File: src/sv/prup_pkg.sv
// prup_pkg: shared types and constants for the pixel replicate upscaler.
// Used by prup_ctrl, prup_line_ram, prup_out_fifo and pixel_replicate_upscaler.
// No dependencies.
package prup_pkg;

	localparam int SCALE_W    = 7;
	localparam int SRCW_W     = 11;
	localparam int CH_W       = 8;
	localparam int PIX_W      = 3 * CH_W;
	localparam int CFG_DATA_W = 11;
	localparam int CFG_IDX_W  = 1;
	localparam int FIFO_DEPTH = 4;
	localparam int FIFO_AW    = 2;
	localparam int FIFO_CW    = 3;

	typedef enum logic [0:0] {
		REQ_PIXEL = 1'b0,
		REQ_DRAIN = 1'b1
	} req_kind_t;

	typedef enum logic [CFG_IDX_W-1:0] {
		CFG_SCALE = 1'b0,
		CFG_WIDTH = 1'b1
	} cfg_reg_t;

	typedef struct packed {
		logic is_pad;
		logic row_end;
		logic overflow;
	} res_meta_t;

	typedef struct packed {
		logic [CH_W-1:0] blue;
		logic [CH_W-1:0] green;
		logic [CH_W-1:0] red;
		logic            is_pad;
		logic            row_end;
		logic            overflow;
	} out_item_t;

endpackage

File: src/sv/prup_ctrl.sv
// prup_ctrl: configuration registers and the write/read sequencing of the
// line store (columns, banks, repeat and pad counters). Depends on prup_pkg.
module prup_ctrl
	import prup_pkg::*;
#(
	parameter int MAX_WIDTH = 1024,
	parameter int AW        = 11
) (
	input  logic                  clk,
	input  logic                  arst_n,
	input  logic                  cfg_wr_en,
	input  logic [CFG_IDX_W-1:0]  cfg_index,
	input  logic [CFG_DATA_W-1:0] cfg_data,
	input  logic                  acc,
	input  logic                  req_type,
	input  logic [PIX_W-1:0]      pix_in,
	output logic                  ram_we,
	output logic [AW-1:0]         ram_waddr,
	output logic [PIX_W-1:0]      ram_wdata,
	output logic                  ram_re,
	output logic [AW-1:0]         ram_raddr,
	output logic                  res_valid,
	output res_meta_t             res_meta
);

	localparam int CW = (MAX_WIDTH > 1) ? $clog2(MAX_WIDTH) : 1;
	localparam int WW = $clog2(MAX_WIDTH + 1);

	logic [SCALE_W-1:0] scale_q;
	logic [SRCW_W-1:0]  srcw_q;
	logic [CW-1:0]      wcol_q, wcol_d;
	logic               wbank_q, wbank_d;
	logic [1:0]         pend_q, pend_d;
	logic               rbank_q, rbank_d;
	logic [CW-1:0]      rcol_q, rcol_d;
	logic [SCALE_W-1:0] prc_q, prc_d;
	logic [SCALE_W-1:0] rrc_q, rrc_d;
	logic [1:0]         pad_q, pad_d;
	logic               ovf_q, ovf_d;

	logic [WW-1:0]      w_eff;
	logic [WW:0]        wcol_inc, rcol_inc;
	logic [SCALE_W:0]   prc_inc, rrc_inc;
	logic [1:0]         pads;
	logic               do_finish, do_drop;

	function automatic logic [AW-1:0] line_addr(input logic bank, input logic [CW-1:0] col);
		logic [AW-1:0] base;
		base = bank ? AW'(MAX_WIDTH) : '0;
		return base + AW'(col);
	endfunction

	always_ff @(posedge clk or negedge arst_n) begin
		if (!arst_n) begin
			scale_q <= SCALE_W'(1);
			srcw_q  <= SRCW_W'(1);
		end else if (cfg_wr_en) begin
			unique case (cfg_reg_t'(cfg_index))
				CFG_SCALE: scale_q <= cfg_data[SCALE_W-1:0];
				CFG_WIDTH: srcw_q  <= cfg_data[SRCW_W-1:0];
				default: ;
			endcase
		end
	end

	always_comb begin
		priority if (srcw_q == '0) begin
			w_eff = WW'(1);
		end else if (32'(srcw_q) > MAX_WIDTH) begin
			w_eff = WW'(MAX_WIDTH);
		end else begin
			w_eff = WW'(srcw_q);
		end
	end

	assign wcol_inc = (WW + 1)'(wcol_q) + 1'b1;
	assign rcol_inc = (WW + 1)'(rcol_q) + 1'b1;
	assign prc_inc  = {1'b0, prc_q} + 1'b1;
	assign pads     = 2'(w_eff) * scale_q[1:0];

	always_comb begin
		wcol_d    = wcol_q;
		wbank_d   = wbank_q;
		pend_d    = pend_q;
		rbank_d   = rbank_q;
		rcol_d    = rcol_q;
		prc_d     = prc_q;
		rrc_d     = rrc_q;
		pad_d     = pad_q;
		ovf_d     = ovf_q;
		ram_we    = 1'b0;
		ram_re    = 1'b0;
		res_valid = 1'b0;
		res_meta  = '{is_pad: 1'b0, row_end: 1'b0, overflow: ovf_q};
		do_finish = 1'b0;
		do_drop   = 1'b0;

		if (acc) begin
			if (req_kind_t'(req_type) == REQ_PIXEL) begin
				if (pend_q >= 2'd2) begin
					ovf_d = 1'b1;
				end else begin
					ram_we = 1'b1;
					if (wcol_inc >= {1'b0, w_eff}) begin
						wcol_d = '0;
						if (scale_q != '0) begin
							wbank_d = ~wbank_q;
							pend_d  = pend_q + 1'b1;
						end
					end else begin
						wcol_d = wcol_q + 1'b1;
					end
				end
			end else if (pend_q != '0) begin
				if (scale_q == '0) begin
					do_drop = 1'b1;
				end else begin
					res_valid = 1'b1;
					if (pad_q != '0) begin
						res_meta.is_pad = 1'b1;
						pad_d = pad_q - 1'b1;
						if (pad_q == 2'd1) begin
							res_meta.row_end = 1'b1;
							do_finish = 1'b1;
						end
					end else begin
						ram_re = 1'b1;
						prc_d  = prc_inc[SCALE_W-1:0];
						if (prc_inc >= {1'b0, scale_q}) begin
							prc_d = '0;
							if (rcol_inc >= {1'b0, w_eff}) begin
								if (pads == '0) begin
									res_meta.row_end = 1'b1;
									do_finish = 1'b1;
								end else begin
									pad_d = pads;
								end
							end else begin
								rcol_d = rcol_q + 1'b1;
							end
						end
					end
				end
			end
		end

		rrc_inc = {1'b0, rrc_q} + 1'b1;
		if (do_finish) begin
			rcol_d = '0;
			prc_d  = '0;
			rrc_d  = rrc_inc[SCALE_W-1:0];
			if (rrc_inc >= {1'b0, scale_q}) begin
				do_drop = 1'b1;
			end
		end
		if (do_drop) begin
			rcol_d  = '0;
			prc_d   = '0;
			rrc_d   = '0;
			pad_d   = '0;
			rbank_d = ~rbank_q;
			pend_d  = pend_q - 1'b1;
		end
	end

	always_ff @(posedge clk or negedge arst_n) begin
		if (!arst_n) begin
			wcol_q  <= '0;
			wbank_q <= 1'b0;
			pend_q  <= '0;
			rbank_q <= 1'b0;
			rcol_q  <= '0;
			prc_q   <= '0;
			rrc_q   <= '0;
			pad_q   <= '0;
			ovf_q   <= 1'b0;
		end else begin
			wcol_q  <= wcol_d;
			wbank_q <= wbank_d;
			pend_q  <= pend_d;
			rbank_q <= rbank_d;
			rcol_q  <= rcol_d;
			prc_q   <= prc_d;
			rrc_q   <= rrc_d;
			pad_q   <= pad_d;
			ovf_q   <= ovf_d;
		end
	end

	assign ram_waddr = line_addr(wbank_q, wcol_q);
	assign ram_wdata = pix_in;
	assign ram_raddr = line_addr(rbank_q, rcol_q);

	a_pend_max: assert property (@(posedge clk) disable iff (!arst_n)
		pend_q <= 2'd2)
		else $error("more than two rows pending");

	a_pad_needs_row: assert property (@(posedge clk) disable iff (!arst_n)
		(pad_q != '0) |-> (pend_q != '0))
		else $error("pads owed with no row pending");

	a_banks_apart: assert property (@(posedge clk) disable iff (!arst_n)
		(pend_q == 2'd1) |-> (wbank_q != rbank_q))
		else $error("write bank collides with the row being read");

endmodule

File: config.mk
export PLATFORM = sky130hd
export DESIGN_NAME = prup_ctrl
export DESIGN_NICKNAME = d
export VERILOG_FILES = /design/src/sv/prup_pkg.sv /design/src/sv/prup_ctrl.sv
export SDC_FILE = /design/constraint.sdc
export NUM_CORES = 1
export LEC_CHECK = 0
export BUFFER_PORTS_ARGS = -buffer_cell sky130_fd_sc_hd__buf_4
export CORE_ASPECT_RATIO = 0.8
export CORE_MARGIN = 5
export CORE_UTILIZATION = 25
export CTS_CLUSTER_DIAMETER = 150
export CTS_CLUSTER_SIZE = 14
export DETAILED_ROUTE_END_ITERATION = 12
export GPL_TIMING_DRIVEN = 0
export SETUP_SLACK_MARGIN = 0.15
export SYNTH_ARGS = -nofsm -noshare
export SYNTH_HDL_FRONTEND = slang
export SYNTH_SLANG_ARGS = --single-unit
File: constraint.sdc
create_clock -name clk -period 4.9 [get_ports clk]
set_clock_uncertainty 0.05 [all_clocks]
set_input_delay 0.49 -clock clk [delete_from_list [all_inputs] [get_ports clk]]
set_output_delay 0.49 -clock clk [all_outputs]
set_load 0.01 [all_outputs]
# ---- Yosys cells after proc, flatten, opt, wreduce, memory -nomap -nowiden
# Cells that the tools add are included.
dict set report word_totals {
  reg_bits 59
  in_bits 41
  out_inout_bits 52
  word_cells 140
}
dict set report op_classes {
  add_sub_neg 11
  mul 1
  magnitude_cmp 6
  eq_ne 8
  muxes 71
  bitwise 5
  reduce_logical 27
}
# operator count
set op_table {}
lappend op_table {{two-way mux 10 bit} 10}
lappend op_table {{two-way mux 7 bit} 10}
lappend op_table {{two-way mux 11 bit} 4}
lappend op_table {{two-way mux 2 bit} 19}
lappend op_table {{two-way mux 1 bit} 28}
lappend op_table {{adder 10 x 1 -> 11 bit (second input constant)} 2}
lappend op_table {{adder 11 x 10 -> 11 bit} 2}
lappend op_table {{>= comparator 11 bit} 2}
lappend op_table {{adder 10 x 1 -> 10 bit (second input constant)} 2}
lappend op_table {{nonzero test 3 bit} 6}
lappend op_table {{adder 7 x 1 -> 8 bit (second input constant)} 2}
lappend op_table {{>= comparator 8 x 7 -> 1 bit} 2}
lappend op_table {{nonzero test 2 bit} 8}
lappend op_table {{AND reduction 5 bit} 3}
lappend op_table {{AND reduction 7 bit} 2}
lappend op_table {{!= test 3 bit (second input constant)} 4}
lappend op_table {{> comparator 11 bit (second input constant)} 1}
lappend op_table {{zero test 11 bit} 1}
lappend op_table {{zero test 7 bit} 1}
lappend op_table {{nonzero test 7 bit} 1}
lappend op_table {{AND reduction 3 bit} 2}
lappend op_table {{inverter 1 bit} 5}
lappend op_table {{!= test 2 bit (second input constant)} 2}
lappend op_table {{AND reduction 2 bit} 2}
lappend op_table {{other kinds (7)} 8}

# ---- Longest topological paths before layout
dict set report logic_depth {
  depth_word 16
  ltp_mapped 14
  mapped_depth_nobuf 13
}

# ---- Worst setup path before layout
# No wires, ideal clock.
dict set report synth_path {
  path_type {reg-to-output}
  from {register rcol_q[0]}
  to {output port res_meta[1] (netlist name)}
  arrival_ns 2.602
  t_required_ns 4.360
  slack_ns 1.758
  path_stages_with_launch 11
  n_path_buf 0
  path_cell_list {dfrtp_1 -> ha_1 -> nand3_1 -> nor2_1 -> xor2_1 -> ha_1 -> o211ai_1 -> o21bai_1 -> o311ai_4 -> a32oi_1 -> inv_1}
}
# element line_no
set synth_lines {}
lappend synth_lines {{from (decl)} prup_ctrl.sv:35} ;# logic [CW-1:0] rcol_q, rcol_d;
lappend synth_lines {{from (signal assigned)} prup_ctrl.sv:182} ;# rcol_q <= rcol_d;
lappend synth_lines {{to (decl)} prup_ctrl.sv:23} ;# output res_meta_t res_meta

==> flow_summary.toml <==
[clocking]
clkLatencyLatePin_ns = 0.33
clock_path_buffers = 2
cts.sinks = 59
htree_levels = 3
cts_setup_buffers = 0
clockRootBuffer = "clkbuf_16"
cts_buffers = 9
cts_tree = "built"
postCtsResizedCells = 0
clk_pin_slew_worst_paths_ns = 0.05
cts-hold-fix-buffers = 0

[timing]
max_freq_ghz = 0.238
rsz0062_at_grt = "no"
tns_ns = 0
setup_violations = 0
hold_viol = 0
tightest_slew_ns = 0.885
period_minus_slack_ns = 4.20
maxSlewViolCount = 0
slew_headroom = 0.405
period_share = 0.857

[logic_synthesis]
synth_sequential_area_ratio = 0.360
syn_area_per_cell_um2 = 9.41
ys_warn_count = 0
ys_async_sr_fraction = 1.00
synth.distinct_cells = 57
synth_edf_count = 0
synthTopCellsByArea = "dfrtp_1 35%, ha_1 12%, nand2_1 5.3%"
ys_seq_elements = 59
postSynthCellCount = 437
synth_flop_cell = "dfrtp_1"
syn-num-nets = 518
netlist.area_leader.share = 0.347
synth_largest_area_cell = "dfrtp_1"
syn_area_mm2 = 0.00411

[floorplan]
dieArea_mm2 = 0.0191
core-area_mm2 = 0.0163
initial_utilization = 0.252
die_w_um = 153
rows = 42
ios = 93
die_h_um = 125

[finish]
nets = 597
drive_gt1_frac = 0.286
syn2layout_area_growth_pct = 27.1
final_cells = 741
diodes = 0
fillers = 1675

[flow_run]
max_cap_violations = 0

[critical_path]
worstPathArrival_ns = 3.66
worstPathRequired_ns = 4.36
start_kind = "flop"
path_class = "reg -> out"
critPathCaptureType = "primary output"
cp_max_fo = 6

[power]
pwr-share-seq = 0.351
power.internal_uw = 1200
swShare = 0.294
p_leak_uw = 0.00259
p_switching_uw = 498
powerDensity_mw_per_mm2 = 324
ir_drop_uv = 190
p_comb_frac = 0.238
clockPowerShare = 0.412

[routing]
antenna_left = 0
wl_per_cell_um = 14.4
drt-initial-drc-count = 160
routed_wl_um = 10700
firstDrtPassIters = 4
vias = 3446
drc_errors = 0
via_per_inst = 4.65

[place]
dp_hpwl_um = 8450
gp_congestion = 0.788
place_inst = 725
io_buffers = 68

[hold_path]
hp-class = "in -> async"

[global_route]
grt_pass1_wl_um = 18100
track_usage = 0.114
grt_max_degree = 60
grt_antenna_before_repair = 0
grt_pass1_vias = 3595
globalRouteOverflowTotal = 0

[run_status]
outcome = "finished, final reports clean"
[cells by family after synthesis]
group	count (synthesis)	synth area share
AO/OA/AOI/OAI	96	0.166
buffers and inverters	52	0.0797
AND/OR/NAND/NOR	149	0.176
adder cells (fa/ha/maj)	40	0.122
XOR/XNOR	25	0.0533
multiplexers	16	0.0435
flip-flops	59	0.360
[Yosys cell counts (all sizes together), types with 2 or more instances]
| library cell | count |
|---|---|
| mux2 | 15 |
| nand2 | 58 |
| or2b | 2 |
| xnor2 | 15 |
| and4 | 2 |
| o211ai | 3 |
| nor2 | 25 |
| buf | 32 |
| nor2b | 6 |
| or3 | 4 |
| xor2 | 10 |
| o21ai | 27 |
| inv | 13 |
| clkbuf | 5 |
| and3 | 6 |
| o21bai | 2 |
| o21a | 2 |
| dfrtp | 57 |
| nor3b | 2 |
| a211oi | 6 |
| nor3 | 3 |
| nor4 | 4 |
| ha | 40 |
| a22o | 10 |
| a32o | 4 |
| nand3 | 20 |
| a21o | 11 |
| dfstp | 2 |
| or2 | 3 |
| a31oi | 6 |
| and2 | 4 |
| a21oi | 17 |
| nand2b | 7 |
[area by class of cell]
type	count	area (µm²)	share of cell area
clock buffer	12	256	0.0491
clock inverter	4	72.6	0.0139
timing repair buffer	68	510	0.0977
inverter	14	52.6	0.0101
multi-input combinational	326	2300	0.441
tap	220	275	0.0527
sequential	59	1480	0.283
buffer	38	275	0.0527
[metal layers]
layer	vias up	share of wire	track usage
met4	0	0.015	0.0374
met2	96	0.44	0.177
met3	9	0.056	0.0264
met1	1655	0.48	0.157
li1	1686	-	-
met5	-	0	0
[worst max-delay path, stage by stage (launching register included)]
cell and delay, ns:
dfrtp_1 0.39, nor4_1 0.40, nand2_1 0.17, nor2_1 0.16, nor2_1 0.06, nor2_1 0.31, ha_1 0.31, nor2b_1 0.10
o21ai_0 0.09, a21oi_1 0.23, o311ai_4 0.18, a32oi_1 0.66, inv_1 0.09, buf_4 0.17
[registers in the layout, indices dropped and copies added, names as in the netlist, 2 cells and up]
| name | flops |
|---|---|
| rcol_q | 10 |
| prc_q | 7 |
| pend_q | 2 |
| rrc_q | 7 |
| wcol_q | 10 |
| srcw_q | 11 |
| pad_q | 2 |
| scale_q | 7 |
[metrics by stage]
stage / hold slack [ns] / instance area, µm² / utilization / power, µW / setup WS, ns
2_1_floorplan: 0.144 / 4110 / - / 864 / 1.76
3_5_place_dp: 0.420 / 4900 / 0.300 / 1010 / 1.02
3_3_place_gp: 0.409 / 4900 / 0.300 / 985 / 1.03
4_1_cts: 0.223 / 5230 / 0.320 / 1720 / 0.647
6_report: 0.176 / 5230 / 0.320 / 1700 / 0.699
5_1_grt: 0.265 / 5230 / 0.320 / 1800 / 0.419
[power groups by stage]
stage,combinational (µW),clock [µW],sequential [µW]
after CTS,409,715,594
after detailed placement,407,0,602
final,403,698,595
after global placement,389,0,596
after floorplan,276,0,588
after global routing,464,734,602
[cell usage in the layout (no fill, tap or decap), types with 3 or more instances in the layout]
cell / synthesis / final
mux2_2: 15 / 15
a21oi_1: 17 / 17
a211oi_1: 6 / 6
and2_2: 3 / 3
nor2_1: 23 / 23
dfrtp_1: 57 / 57
clkbuf_1: 5 / 6
inv_1: 13 / 13
or3_1: 3 / 3
a22o_1: 10 / 10
o21ai_1: 3 / 3
nor3_1: 3 / 3
nand3_1: 20 / 20
a31oi_1: 5 / 5
buf_4: 27 / 95
and3_1: 6 / 6
xor2_1: 10 / 10
nor4_1: 4 / 4
nand2b_1: 7 / 7
a21o_1: 11 / 11
o211ai_1: 3 / 3
o21ai_2: 3 / 3
a32o_1: 4 / 4
o21ai_0: 21 / 21
buf_6: 3 / 3
nand2_1: 58 / 58
xnor2_1: 15 / 15
nor2b_1: 6 / 6
ha_1: 40 / 40
clkbuf_16: 0 / 9
[worst paths after layout]
path | depth (start not counted) | startpoint | slack (ns) | to
max | 13 | srcw_q[6]$_DFFE_PN0P_ | 0.70 | res_meta[1]
min | 1 | arst_n | 0.18 | prc_q[2]$_DFFE_PN0P_
max reg2reg | 13 | srcw_q[6]$_DFFE_PN0P_ | 1.19 | rrc_q[0]$_DFFE_PN0P_
min reg2reg | 1 | wbank_q$_DFFE_PN0P_ | 0.43 | wbank_q$_DFFE_PN0P_
max in group asynchronous | 1 | arst_n | 4.09 | pad_q[1]$_DFFE_PN0P_
min in group clk | 2 | cfg_data[8] | 0.34 | srcw_q[8]$_DFFE_PN0P_
No activity file was read; power rests on OpenSTA's default activity.
