### src/sv/prup_pkg.sv
// prup_pkg: shared types and constants for the pixel replicate upscaler.
// Used by prup_ctrl, prup_line_ram, prup_out_fifo and pixel_replicate_upscaler.
// No dependencies.
package prup_pkg;

	localparam int SCALE_W    = 7;
	localparam int SRCW_W     = 11;
	localparam int CH_W       = 8;
	localparam int PIX_W      = 3 * CH_W;
	localparam int CFG_DATA_W = 11;
	localparam int CFG_IDX_W  = 1;
	localparam int FIFO_DEPTH = 4;
	localparam int FIFO_AW    = 2;
	localparam int FIFO_CW    = 3;

	typedef enum logic [0:0] {
		REQ_PIXEL = 1'b0,
		REQ_DRAIN = 1'b1
	} req_kind_t;

	typedef enum logic [CFG_IDX_W-1:0] {
		CFG_SCALE = 1'b0,
		CFG_WIDTH = 1'b1
	} cfg_reg_t;

	typedef struct packed {
		logic is_pad;
		logic row_end;
		logic overflow;
	} res_meta_t;

	typedef struct packed {
		logic [CH_W-1:0] blue;
		logic [CH_W-1:0] green;
		logic [CH_W-1:0] red;
		logic            is_pad;
		logic            row_end;
		logic            overflow;
	} out_item_t;

endpackage

### src/sv/prup_out_fifo.sv
// prup_out_fifo: small result queue that decouples the line store read from
// the output handshake. Depends on prup_pkg.
module prup_out_fifo
	import prup_pkg::*;
(
	input  logic               clk,
	input  logic               arst_n,
	input  logic               push,
	input  out_item_t          push_item,
	input  logic               pop,
	output out_item_t          head,
	output logic               not_empty,
	output logic [FIFO_CW-1:0] count
);

	out_item_t          entry_q [FIFO_DEPTH];
	logic [FIFO_AW-1:0] wr_ptr_q;
	logic [FIFO_AW-1:0] rd_ptr_q;
	logic [FIFO_CW-1:0] count_q;

	always_ff @(posedge clk or negedge arst_n) begin
		if (!arst_n) begin
			wr_ptr_q <= '0;
			rd_ptr_q <= '0;
			count_q  <= '0;
		end else begin
			if (push) begin
				wr_ptr_q <= wr_ptr_q + 1'b1;
			end
			if (pop) begin
				rd_ptr_q <= rd_ptr_q + 1'b1;
			end
			priority if (push && !pop) begin
				count_q <= count_q + 1'b1;
			end else if (pop && !push) begin
				count_q <= count_q - 1'b1;
			end else begin
				count_q <= count_q;
			end
		end
	end

	always_ff @(posedge clk) begin
		if (push) begin
			entry_q[wr_ptr_q] <= push_item;
		end
	end

	assign head      = entry_q[rd_ptr_q];
	assign not_empty = (count_q != '0);
	assign count     = count_q;

	a_no_overrun: assert property (@(posedge clk) disable iff (!arst_n)
		(count_q == FIFO_CW'(FIFO_DEPTH)) |-> (!push || pop))
		else $error("result queue overrun");

	a_no_underrun: assert property (@(posedge clk) disable iff (!arst_n)
		pop |-> not_empty)
		else $error("result queue underrun");

endmodule

### config.mk
export PLATFORM = sky130hd
export DESIGN_NAME = prup_out_fifo
export DESIGN_NICKNAME = d
export VERILOG_FILES = /design/src/sv/prup_pkg.sv /design/src/sv/prup_out_fifo.sv
export SDC_FILE = /design/constraint.sdc
export NUM_CORES = 1
export LEC_CHECK = 0
export BUFFER_PORTS_ARGS = -buffer_cell sky130_fd_sc_hd__buf_2
export CAP_MARGIN = 10
export CORE_MARGIN = 2
export CORE_UTILIZATION = 51
export CTS_CLUSTER_DIAMETER = 40
export DETAILED_ROUTE_END_ITERATION = 7
export GPL_TIMING_DRIVEN = 0
export PLACE_DENSITY = 0.74
export SLEW_MARGIN = 20
export SYNTH_ARGS = -nofsm -noshare
export SYNTH_HDL_FRONTEND = slang
export SYNTH_SLANG_ARGS = --single-unit
### constraint.sdc
create_clock -name clk -period 2 [get_ports clk]
set_clock_uncertainty 0.2 [all_clocks]
set_input_delay 0.4 -clock clk [delete_from_list [all_inputs] [get_ports clk]]
set_output_delay 0.4 -clock clk [all_outputs]
set_load 0.01 [all_outputs]
# Yosys cells after proc, flatten, opt, wreduce, memory -nomap -nowiden
# Memories as Yosys holds them, arrays and structs flattened.
# Index checks and enable logic that the tools add are counted.
[word_totals]
mem_count = 1
in_bits = 31
reg_bits = 7
output_inout_bits = 31
ram_bits = 108
[mem_list]
columns = ["memory", "words", "width", "rd", "rd_ports_with_merged_regs", "write_ports", "line_no", "text"]
rows = [
  ["entry_q", 4, 27, 1, 0, 1, "prup_out_fifo.sv:16", "out_item_t entry_q [FIFO_DEPTH];"],
]
[classes]
muxes = 4
add_sub_neg = 4
n_reduce_logical = 6
[op_table]
columns = ["operator", "count"]
rows = [
  ["$mux W3", 2],
  ["$add A2 B1 Y2 const B", 2],
  ["$add A3 B1 Y3 const B", 1],
  ["$reduce_bool A3 Y1", 1],
  ["$sub A3 B1 Y3 const B", 1],
  ["$logic_and A1 B1 Y1", 2],
  ["$logic_not A1 Y1", 2],
  ["$mux W1", 2],
  ["$reduce_bool A2 Y1", 1],
]

# Depth between registers and ports, before layout
# Gate-level depths: netlist of the first run.
[depth]
depth_word = 4
ltp_mapped = 7
ltp_nobuf = 7

# Worst setup path before layout of the first run
# Ideal clock, no wire load.
[synth_timing]
path_type = "reg2reg"
from = "register wr_ptr_q[0]"
to = "memory entry_q[2][0] (netlist bit), enable pin"
arrival_time_ns = 1.298
setup_slack_ns = 0.116
path_stages_with_launch = 4
required_time_ns = 1.414
period_less_slack_ns = 1.884
cell_sequence = "dfrtp_1 > inv_1 > ha_1 > and2_1"
[synth_lines]
columns = ["element", "line_no", "text"]
rows = [
  ["from (decl)", "prup_out_fifo.sv:17", "logic [FIFO_AW-1:0] wr_ptr_q;"],
  ["from (signal assigned)", "prup_out_fifo.sv:28", "wr_ptr_q <= wr_ptr_q + 1'b1;"],
  ["to (decl)", "prup_out_fifo.sv:16", ""],
]
# No word-level cell before the write port.

==> results.toml, run 1 <==
[setup_path]
path_class = "register to output pin"
end_kind = "output pin"
rr_endpoint = "entry_q[2][11]"
crit_family = "multiplexers"
crit_arrival_ps = 1850
worstReg2RegStart = "wr_ptr_q[0]"
r2r_slack_ps = 120
critPathSlowestCell = "mux4_2"
crit_required_ps = 1400
crit_buf_inv = 3
reg2reg_depth = 3
startpoint = "rd_ptr_q[0]"
slowest_delay_ps = 500
cp.depth = 4
crit_fanout = 6
cp_cell_sequence = "buf_12 -> clkbuf_16 -> mux4_2 -> buf_2"
start_kind = "register"

[timing]
period_share_pct = 122.7
worst_pin_slew_ps = 753.3
setup_viol = 27
drv_slew = 0
min_period_ps = 2453
rsz0062_at_grt = "yes"
fin_ws_ps = -453.3
slew_headroom_pct = 49.78
max_freq_mhz = 407.6
hold_viol_final = 0

[routing]
vias = 2130
drt-total-wl_mm = 7.896
wl_per_cell_um = 18.98
m1WireLength_mm = 3.460
route.top_layer_used = "met4"
drtPass1Iterations = 4
vias_per_cell = 5.120
drc = 0
ant_nets = 0
drt_iter0_drc = 133
wl_met3_um = 252
wl_met2_mm = 4.045

[cts]
cts_num_sinks = 115
insertion_delay_ps = 500
clk_pin_slew_ps = 50
numCtsBuffers = 17
cts_tree = "yes"
cts_htree_levels = 4
cts.path.max_buffers = 2
root_buffer = "clkbuf_8"

[power]
fin_total_pwr_mw = 9.264
power_density_nw_per_um2 = 1558
max-vdd-ir-drop_mv = 1.122
leakage_nw = 2.182

[global_route]
grt_max_degree = 28
grt_antenna_before_repair = 0
grt_pass1_wl_mm = 11.83
track_usage_pct = 18.58
overflow = 0
grt_pass1_vias = 2304

[finish]
final_cells = 416
postLayoutCellArea_sq_um = 5947
drive_gt1_share_pct = 46.95
diodes = 0
areaGrowthSynthToFinish_pct = 38.53
fin_util_pct = 72.74
nNetsFinal = 335

[floorplan]
rows = 33
die_area_sq_um = 9167
pin_count = 62
placeableCoreArea_sq_um = 8175
start_util_pct = 52.51
die_w_um = 95.75
die_h_um = 95.75

[synthesis]
ys_ff_latch = 115
netlist_instances = 174
synth_area_leader_cell = "edfxtp_1"
yosys-top-cells-area = "edfxtp_1 (76%), mux4_2 (14%), dfrtp_1 (4.1%)"
ys_seq_area_share_pct = 79.63
postSynthAreaPerCell_sq_um = 24.67
yosysUniqueCellTypes = 19
synth_top_cell_area_share_pct = 75.55
syn_area_sq_um = 4293
synth_fp_nets = 211
yosys_warnings = 0

[job]
maxCapViolCount = 0

[hold_path]
hold_path.class = "input pin to async pin"

[status]
status = "complete, but fails checks"
violations = "negative setup slack"

[placement]
portBuffers = 61
place_ws_ps = -11.50
dpl-instance-area_sq_um = 4755
place_inst = 341
hpwl_mm = 4.250
place_congestion = 0.6683
[cell usage after synthesis, drive strengths merged]
cell      n
xnor2     2
inv       4
nand2     2
o21ai     1
dfrtp     7
edfxtp  108
xor2      4
mux4     27
ha        5
buf       6
nor2      1
fa        1
and2      4
mux2      1
or3       1
[cells in the final DEF (no fill, tap or decap), drive strengths merged]
cell type,instances
dlygate4sd3,30
nor2,1
inv,4
or3,1
dfrtp,7
xnor2,2
edfxtp,108
buf,80
nand2,2
o21ai,1
xor2,4
clkinv,5
and2,4
fa,1
mux2,1
clkbuf,24
clkinvlp,2
ha,5
bufinv,2
mux4,27
[metrics by stage]
step / TNS, ps / hold WS [ps]
after global routing: -13170 / 74.17
final: -11340 / 70.98
after detailed placement: -20.98 / 48.46
after floorplan: 0 / -95.59
after global placement: -37800 / 41.39
after CTS: -11230 / 50.73
[registers in the layout, indices dropped and copies added, names as in the netlist]
| name | flops |
|---|---|
| rd_ptr_q | 2 |
| entry_q | 108 |
| wr_ptr_q | 2 |
| count | 3 |
[power by group]
group / internal [mW] / switching (mW)
Combinational: 1.74 / 1.33
Sequential: 3.18 / 0.144
Clock: 1.89 / 0.987
[logic make-up (layout without fill, tap and decap cells)]
| logic type | after synthesis | in the layout | share of synthesized area [%] |
|---|---|---|---|
| flops | 115 | 115 | 79.63 |
| fa+ha+maj | 6 | 6 | 1.924 |
| compound gates | 1 | 1 | 0.1165 |
| simple gates | 8 | 8 | 0.9909 |
| mux | 28 | 28 | 14.51 |
| buf+inv | 10 | 147 | 1.603 |
| xor+xnor | 6 | 6 | 1.224 |
[timing repair]
| action | in CTS | in global routing |
|---|---|---|
| pin swaps | 0 | 2 |
| endpoints found under the setup margin | 28 | 29 |
| buffers inserted | 7 | 5 |
| hold buffers | 30 | 0 |
| resized for setup | 26 | 13 |
| endpoints found under the hold margin | 119 | 0 |
| gates cloned | 1 | 1 |
[cell type report]
type	instances	area [sq um]
Buffer	6	90.09
Clock buffer	23	476.7
Multi-Input combinational cell	49	812.0
Clock inverter	9	103.9
Timing Repair Buffer	105	898.4
Tap cell	105	131.4
Inverter	4	15.01
Fill cell	495	2228
Sequential cell	115	3420
[routing by layer]
metal,vias up,GRT usage (%)
met4,0,7.976
met2,50,29.90
met1,1095,23.55
met5,-,0
met3,13,5.873
li1,972,-
[worst max-delay path by stage]
stage | endpoint | slack (ps)
global route | head[11] | -520
floorplan | entry_q[2][0] | 120
CTS | head[10] | -450
global placement | entry_q[0][7] | -390
finish | head[11] | -450
detailed placement | head[8] | -10
No activity file was read; power rests on OpenSTA's default activity.
==> run 2, diff against run 1 <==
- RECOVER_POWER: default -> 50
- SETUP_SLACK_MARGIN: default -> 0.02
==> run 2 against run 1 <==
The run still ends with negative setup slack left; via count is essentially flat; global-route usage is the same; first-iteration DRC count grew 14%; utilization shrank 0.51 points; wire length shrank 0.19%; hold slack gained 82 ps; final cell count shrank 0.24%; count of clock-buffer cells in the layout is the same; sequential power is essentially flat; flip-flop and latch count is the same; critical path type unchanged; highest routed layer unchanged.
==> results.toml, run 2 (same netlist as run 1, synthesis figures left out) <==
[status]
status = "complete, but fails checks"
violations = "negative setup slack"

[floorplan]
die_h_um = 95.75
rows = 33
pin_count = 62
die_w_um = 95.75
die_area_sq_um = 9167
start_util_pct = 52.51
placeableCoreArea_sq_um = 8175

[routing]
drt-total-wl_mm = 7.881
wl_per_cell_um = 18.99
drt_iter0_drc = 152
drtPass1Iterations = 4
drc = 0
ant_nets = 0
vias = 2131
vias_per_cell = 5.135

[cts]
numCtsBuffers = 17
cts_htree_levels = 4
cts_num_sinks = 115
clk_pin_slew_ps = 50
cts_tree = "yes"
root_buffer = "clkbuf_8"
cts.path.max_buffers = 2
insertion_delay_ps = 500

[setup_path]
reg2reg_depth = 3
crit_arrival_ps = 1850
rr_endpoint = "entry_q[2][1]"
path_class = "register to output pin"
end_kind = "output pin"
crit_required_ps = 1400
worstReg2RegStart = "wr_ptr_q[0]"
start_kind = "register"
r2r_slack_ps = 130
crit_fanout = 6

[placement]
portBuffers = 61
place_ws_ps = -11.50
hpwl_mm = 4.250
dpl-instance-area_sq_um = 4755
place_congestion = 0.6683
place_inst = 341

[finish]
most-common-layout-cells = "edfxtp_1 (108), clkbuf_1 (31), dlygate4sd3_1 (30)"
fin_util_pct = 72.24
largest_register_ffs = 108
seqCellArea_sq_um = 3420
final_cells = 415
areaGrowthSynthToFinish_pct = 37.57
nNetsFinal = 334
drive_gt1_share_pct = 37.42
largest-register = "entry_q"
layout.cells.most_common = "edfxtp_1"
diodes = 0
multiInputGateArea_sq_um = 812.0
postLayoutCellArea_sq_um = 5906
fillers = 517

[job]
maxCapViolCount = 0

[timing]
hold_viol_final = 0
period_share_pct = 122.5
slew_headroom_pct = 50.03
setup_tns_ps = -11300
drv_slew = 0
max_freq_mhz = 408.3
fin_ws_ps = -449.2
min_period_ps = 2449
worst_pin_slew_ps = 749.5
setup_viol = 28
rsz0062_at_grt = "yes"

[global_route]
use_met1_pct = 23.55
grt_pass1_vias = 2304
overflow = 0
grt_use_met3_pct = 5.873
gr-usage-met2_pct = 29.90
grt_pass1_wl_mm = 11.83
track_usage_pct = 18.58
grt_max_degree = 28
grt_antenna_before_repair = 0
grt.busiest_layer = "met2"

[power]
max-vdd-ir-drop_mv = 1.125
leakage_nw = 2.098
power_density_nw_per_um2 = 1567

[hold_path]
hold_path.class = "input pin to async pin"
## run 2: repair_timing
| action | CTS | global route |
|---|---|---|
| hold buffers | 30 | 0 |
| setup buffers | 7 | 5 |
| gates cloned | 1 | 1 |
| pin swaps | 0 | 2 |
| hold endpoints to repair | 119 | 0 |
| gates resized for setup | 26 | 14 |
| setup endpoints to repair | 28 | 29 |
## run 2: worst max path at each step
stage,start,slack (ps),cells after the start,to
after floorplan,wr_ptr_q[0],120,3,entry_q[2][0]
after global placement,wr_ptr_q[0],-390,3,entry_q[0][7]
after detailed placement,rd_ptr_q[1],-10,4,head[8]
after CTS,rd_ptr_q[0],-450,4,head[10]
after global routing,rd_ptr_q[0],-520,4,head[11]
final,rd_ptr_q[0],-450,4,head[11]
## run 2: stage by stage
| stage | hold WS [ps] | power [mW] |
|---|---|---|
| finish | 153.3 | 9.254 |
| floorplan | -95.59 | 4.799 |
| global placement | 41.39 | 5.527 |
| detailed placement | 48.46 | 5.593 |
| CTS | 50.73 | 9.075 |
| global route | 173.4 | 9.679 |
## run 2: critical path: stages, from the launching register on
cell and delay, ps:
dfrtp_2 400, buf_12 140, clkbuf_16 140, mux4_2 500, buf_2 160
## run 2: routing by layer
layer / share of wire (%) / up-vias
met5: 0 / -
met4: 1.7 / 0
met3: 3.8 / 15
met2: 52 / 53
met1: 42 / 1094
li1: - / 969
## run 2: report_power, final
group,switching (mW),internal [mW]
Clock,0.987,1.89
Sequential,0.144,3.18
Combinational,1.33,1.73
## run 2: area by class of cell
class | instances | share of cell area, %
Tap cell | 105 | 2.225
Multi-Input combinational cell | 49 | 13.75
Buffer | 6 | 1.525
Inverter | 4 | 0.2542
Clock inverter | 9 | 1.758
Clock buffer | 23 | 8.072
Sequential cell | 115 | 57.90
Timing Repair Buffer | 104 | 14.51
==> run 3, diff against run 2 <==
- CORE_MARGIN: 2 -> default
==> run 3 against run 2 <==
The run still ends with negative setup slack left; cell area about the same; flip-flop and latch count is the same; register-to-register slack improved by 70 ps; setup slack better by 6.0 ps; global-route usage grew 0.53 points; count of clock-buffer cells in the layout is 4 lower; critical path depth did not move; critical path type unchanged; critical endpoint is now head[13]; highest routed layer unchanged.
==> results.toml, run 3 (same netlist as run 1, synthesis figures left out) <==
[status]
status = "complete, but fails checks"
violations = "negative setup slack"

[power]
max-vdd-ir-drop_mv = 0.9804
leakage_nw = 2.103
power_density_nw_per_um2 = 1553
p_int_mw = 6.746
p_seq_share_pct = 36.3
p_comb_share_pct = 33.0
clkPwrFrac_pct = 30.8
p_sw_share_pct = 26.38
p_sw_mw = 2.417
fin_total_pwr_mw = 9.163

[cts]
insertion_delay_ps = 500
root_buffer = "clkbuf_8"
numCtsBuffers = 17
cts_num_sinks = 115
cts_tree = "yes"
clk_pin_slew_ps = 50
cts_htree_levels = 4
cts.path.max_buffers = 2

[global_route]
grt_antenna_before_repair = 0
track_usage_pct = 19.11
grt_pass1_vias = 2265
grt_max_degree = 28
overflow = 0
grt_pass1_wl_mm = 11.56

[setup_path]
rr_endpoint = "entry_q[3][2]"
cp_cell_sequence = "buf_12 -> clkbuf_16 -> mux4_2 -> buf_6"
reg2reg_depth = 2
start_kind = "register"
crit_required_ps = 1400
worstReg2RegStart = "wr_ptr_q[0]"
r2r_slack_ps = 200
end_kind = "output pin"
crit_fanout = 8
slowest_delay_ps = 510
crit_arrival_ps = 1840
critPathSlowestCell = "mux4_2"
path_class = "register to output pin"

[timing]
setup_viol = 28
fin_ws_ps = -443.3
slew_headroom_pct = 49.93
setup_tns_ps = -11030
worst_pin_slew_ps = 751.1
drv_slew = 0
max_freq_mhz = 409.3
min_period_ps = 2443
period_share_pct = 122.2
hold_viol_final = 0
rsz0062_at_grt = "yes"

[routing]
wl_per_cell_um = 18.57
drc = 0
drt-total-wl_mm = 7.779
drtPass1Iterations = 4
vias_per_cell = 5.174
ant_nets = 0
vias = 2168
drt_iter0_drc = 150

[finish]
diodes = 0
layout.cells.most_common = "edfxtp_1"
postLayoutCellArea_sq_um = 5902
areaGrowthSynthToFinish_pct = 37.48
most-common-layout-cells = "edfxtp_1 (108), clkbuf_1 (31), dlygate4sd3_1 (30)"
drive_gt1_share_pct = 37.26
nNetsFinal = 338
largest-register = "entry_q"
final_cells = 419
largest_register_ffs = 108

[hold_path]
hold_path.class = "input pin to async pin"

[job]
maxCapViolCount = 0

[placement]
portBuffers = 61
place_congestion = 0.6951
place_inst = 342
dpl-instance-area_sq_um = 4782
hpwl_mm = 4.275

[floorplan]
placeableCoreArea_sq_um = 8175
pin_count = 62
die_w_um = 93.75
die_area_sq_um = 8788
start_util_pct = 52.51
die_h_um = 93.75
rows = 33
==> run 3: worst max path at each step <==
stage | start | endpoint | slack, ps | cells after the start
final | rd_ptr_q[0] | head[13] | -440 | 4
after global routing | rd_ptr_q[0] | head[14] | -500 | 4
after CTS | rd_ptr_q[0] | head[14] | -490 | 4
after detailed placement | rd_ptr_q[0] | head[14] | -20 | 4
after global placement | wr_ptr_q[0] | entry_q[2][3] | -380 | 3
after floorplan | wr_ptr_q[0] | entry_q[2][0] | 120 | 3
==> run 3: worst max-delay path: cells and delay by family, from the launching register on <==
family | cells | cell delay, ps
muxes | 1 | 510
buffers and inverters | 3 | 420
DFF | 1 | 400
==> run 3: repair_timing <==
action,in CTS,in global routing
hold buffers,30,0
buffers inserted,10,4
gates cloned,1,1
endpoints found under the hold margin,119,0
resized for setup,22,11
setup endpoints to repair,28,31
pin swaps,1,3
==> run 3: routing by layer <==
metal	vias up	global-route usage, %	routed length, um
met2	55	32.48	4209
met1	1121	22.54	3183
met5	-	0	0
met4	0	8.846	105
li1	983	-	-
met3	9	5.421	280
==> run 3: final cells by class <==
class,instances,area (sq um)
timing repair buffer,108,877.1
tap,105,131.4
multi-input combinational,49,813.3
fill,488,2273
sequential,115,3420
clock buffer,19,421.7
inverter,4,15.01
clock inverter,13,141.4
buffer,6,82.58
==> run 3: power groups by stage <==
| stage | clock network (mW) | logic, mW | registers (mW) |
|---|---|---|---|
| 6_report | 2.82 | 3.02 | 3.32 |
| 4_1_cts | 2.87 | 2.83 | 3.32 |
| 3_3_place_gp | 0 | 2.17 | 3.35 |
| 2_1_floorplan | 0 | 1.46 | 3.34 |
| 3_5_place_dp | 0 | 2.26 | 3.37 |
| 5_1_grt | 2.97 | 3.25 | 3.35 |
==> run 3: stage by stage <==
| stage | utilization (%) | setup slack, ps | hold WS, ps |
|---|---|---|---|
| 2_1_floorplan | - | 115.5 | -95.59 |
| 3_3_place_gp | 57.85 | -384.7 | 42.56 |
| 3_5_place_dp | 58.49 | -20.73 | 47.62 |
| 4_1_cts | 71.47 | -486.3 | 49.95 |
| 5_1_grt | 72.19 | -497.1 | 157.2 |
| 6_report | 72.19 | -443.3 | 132.0 |
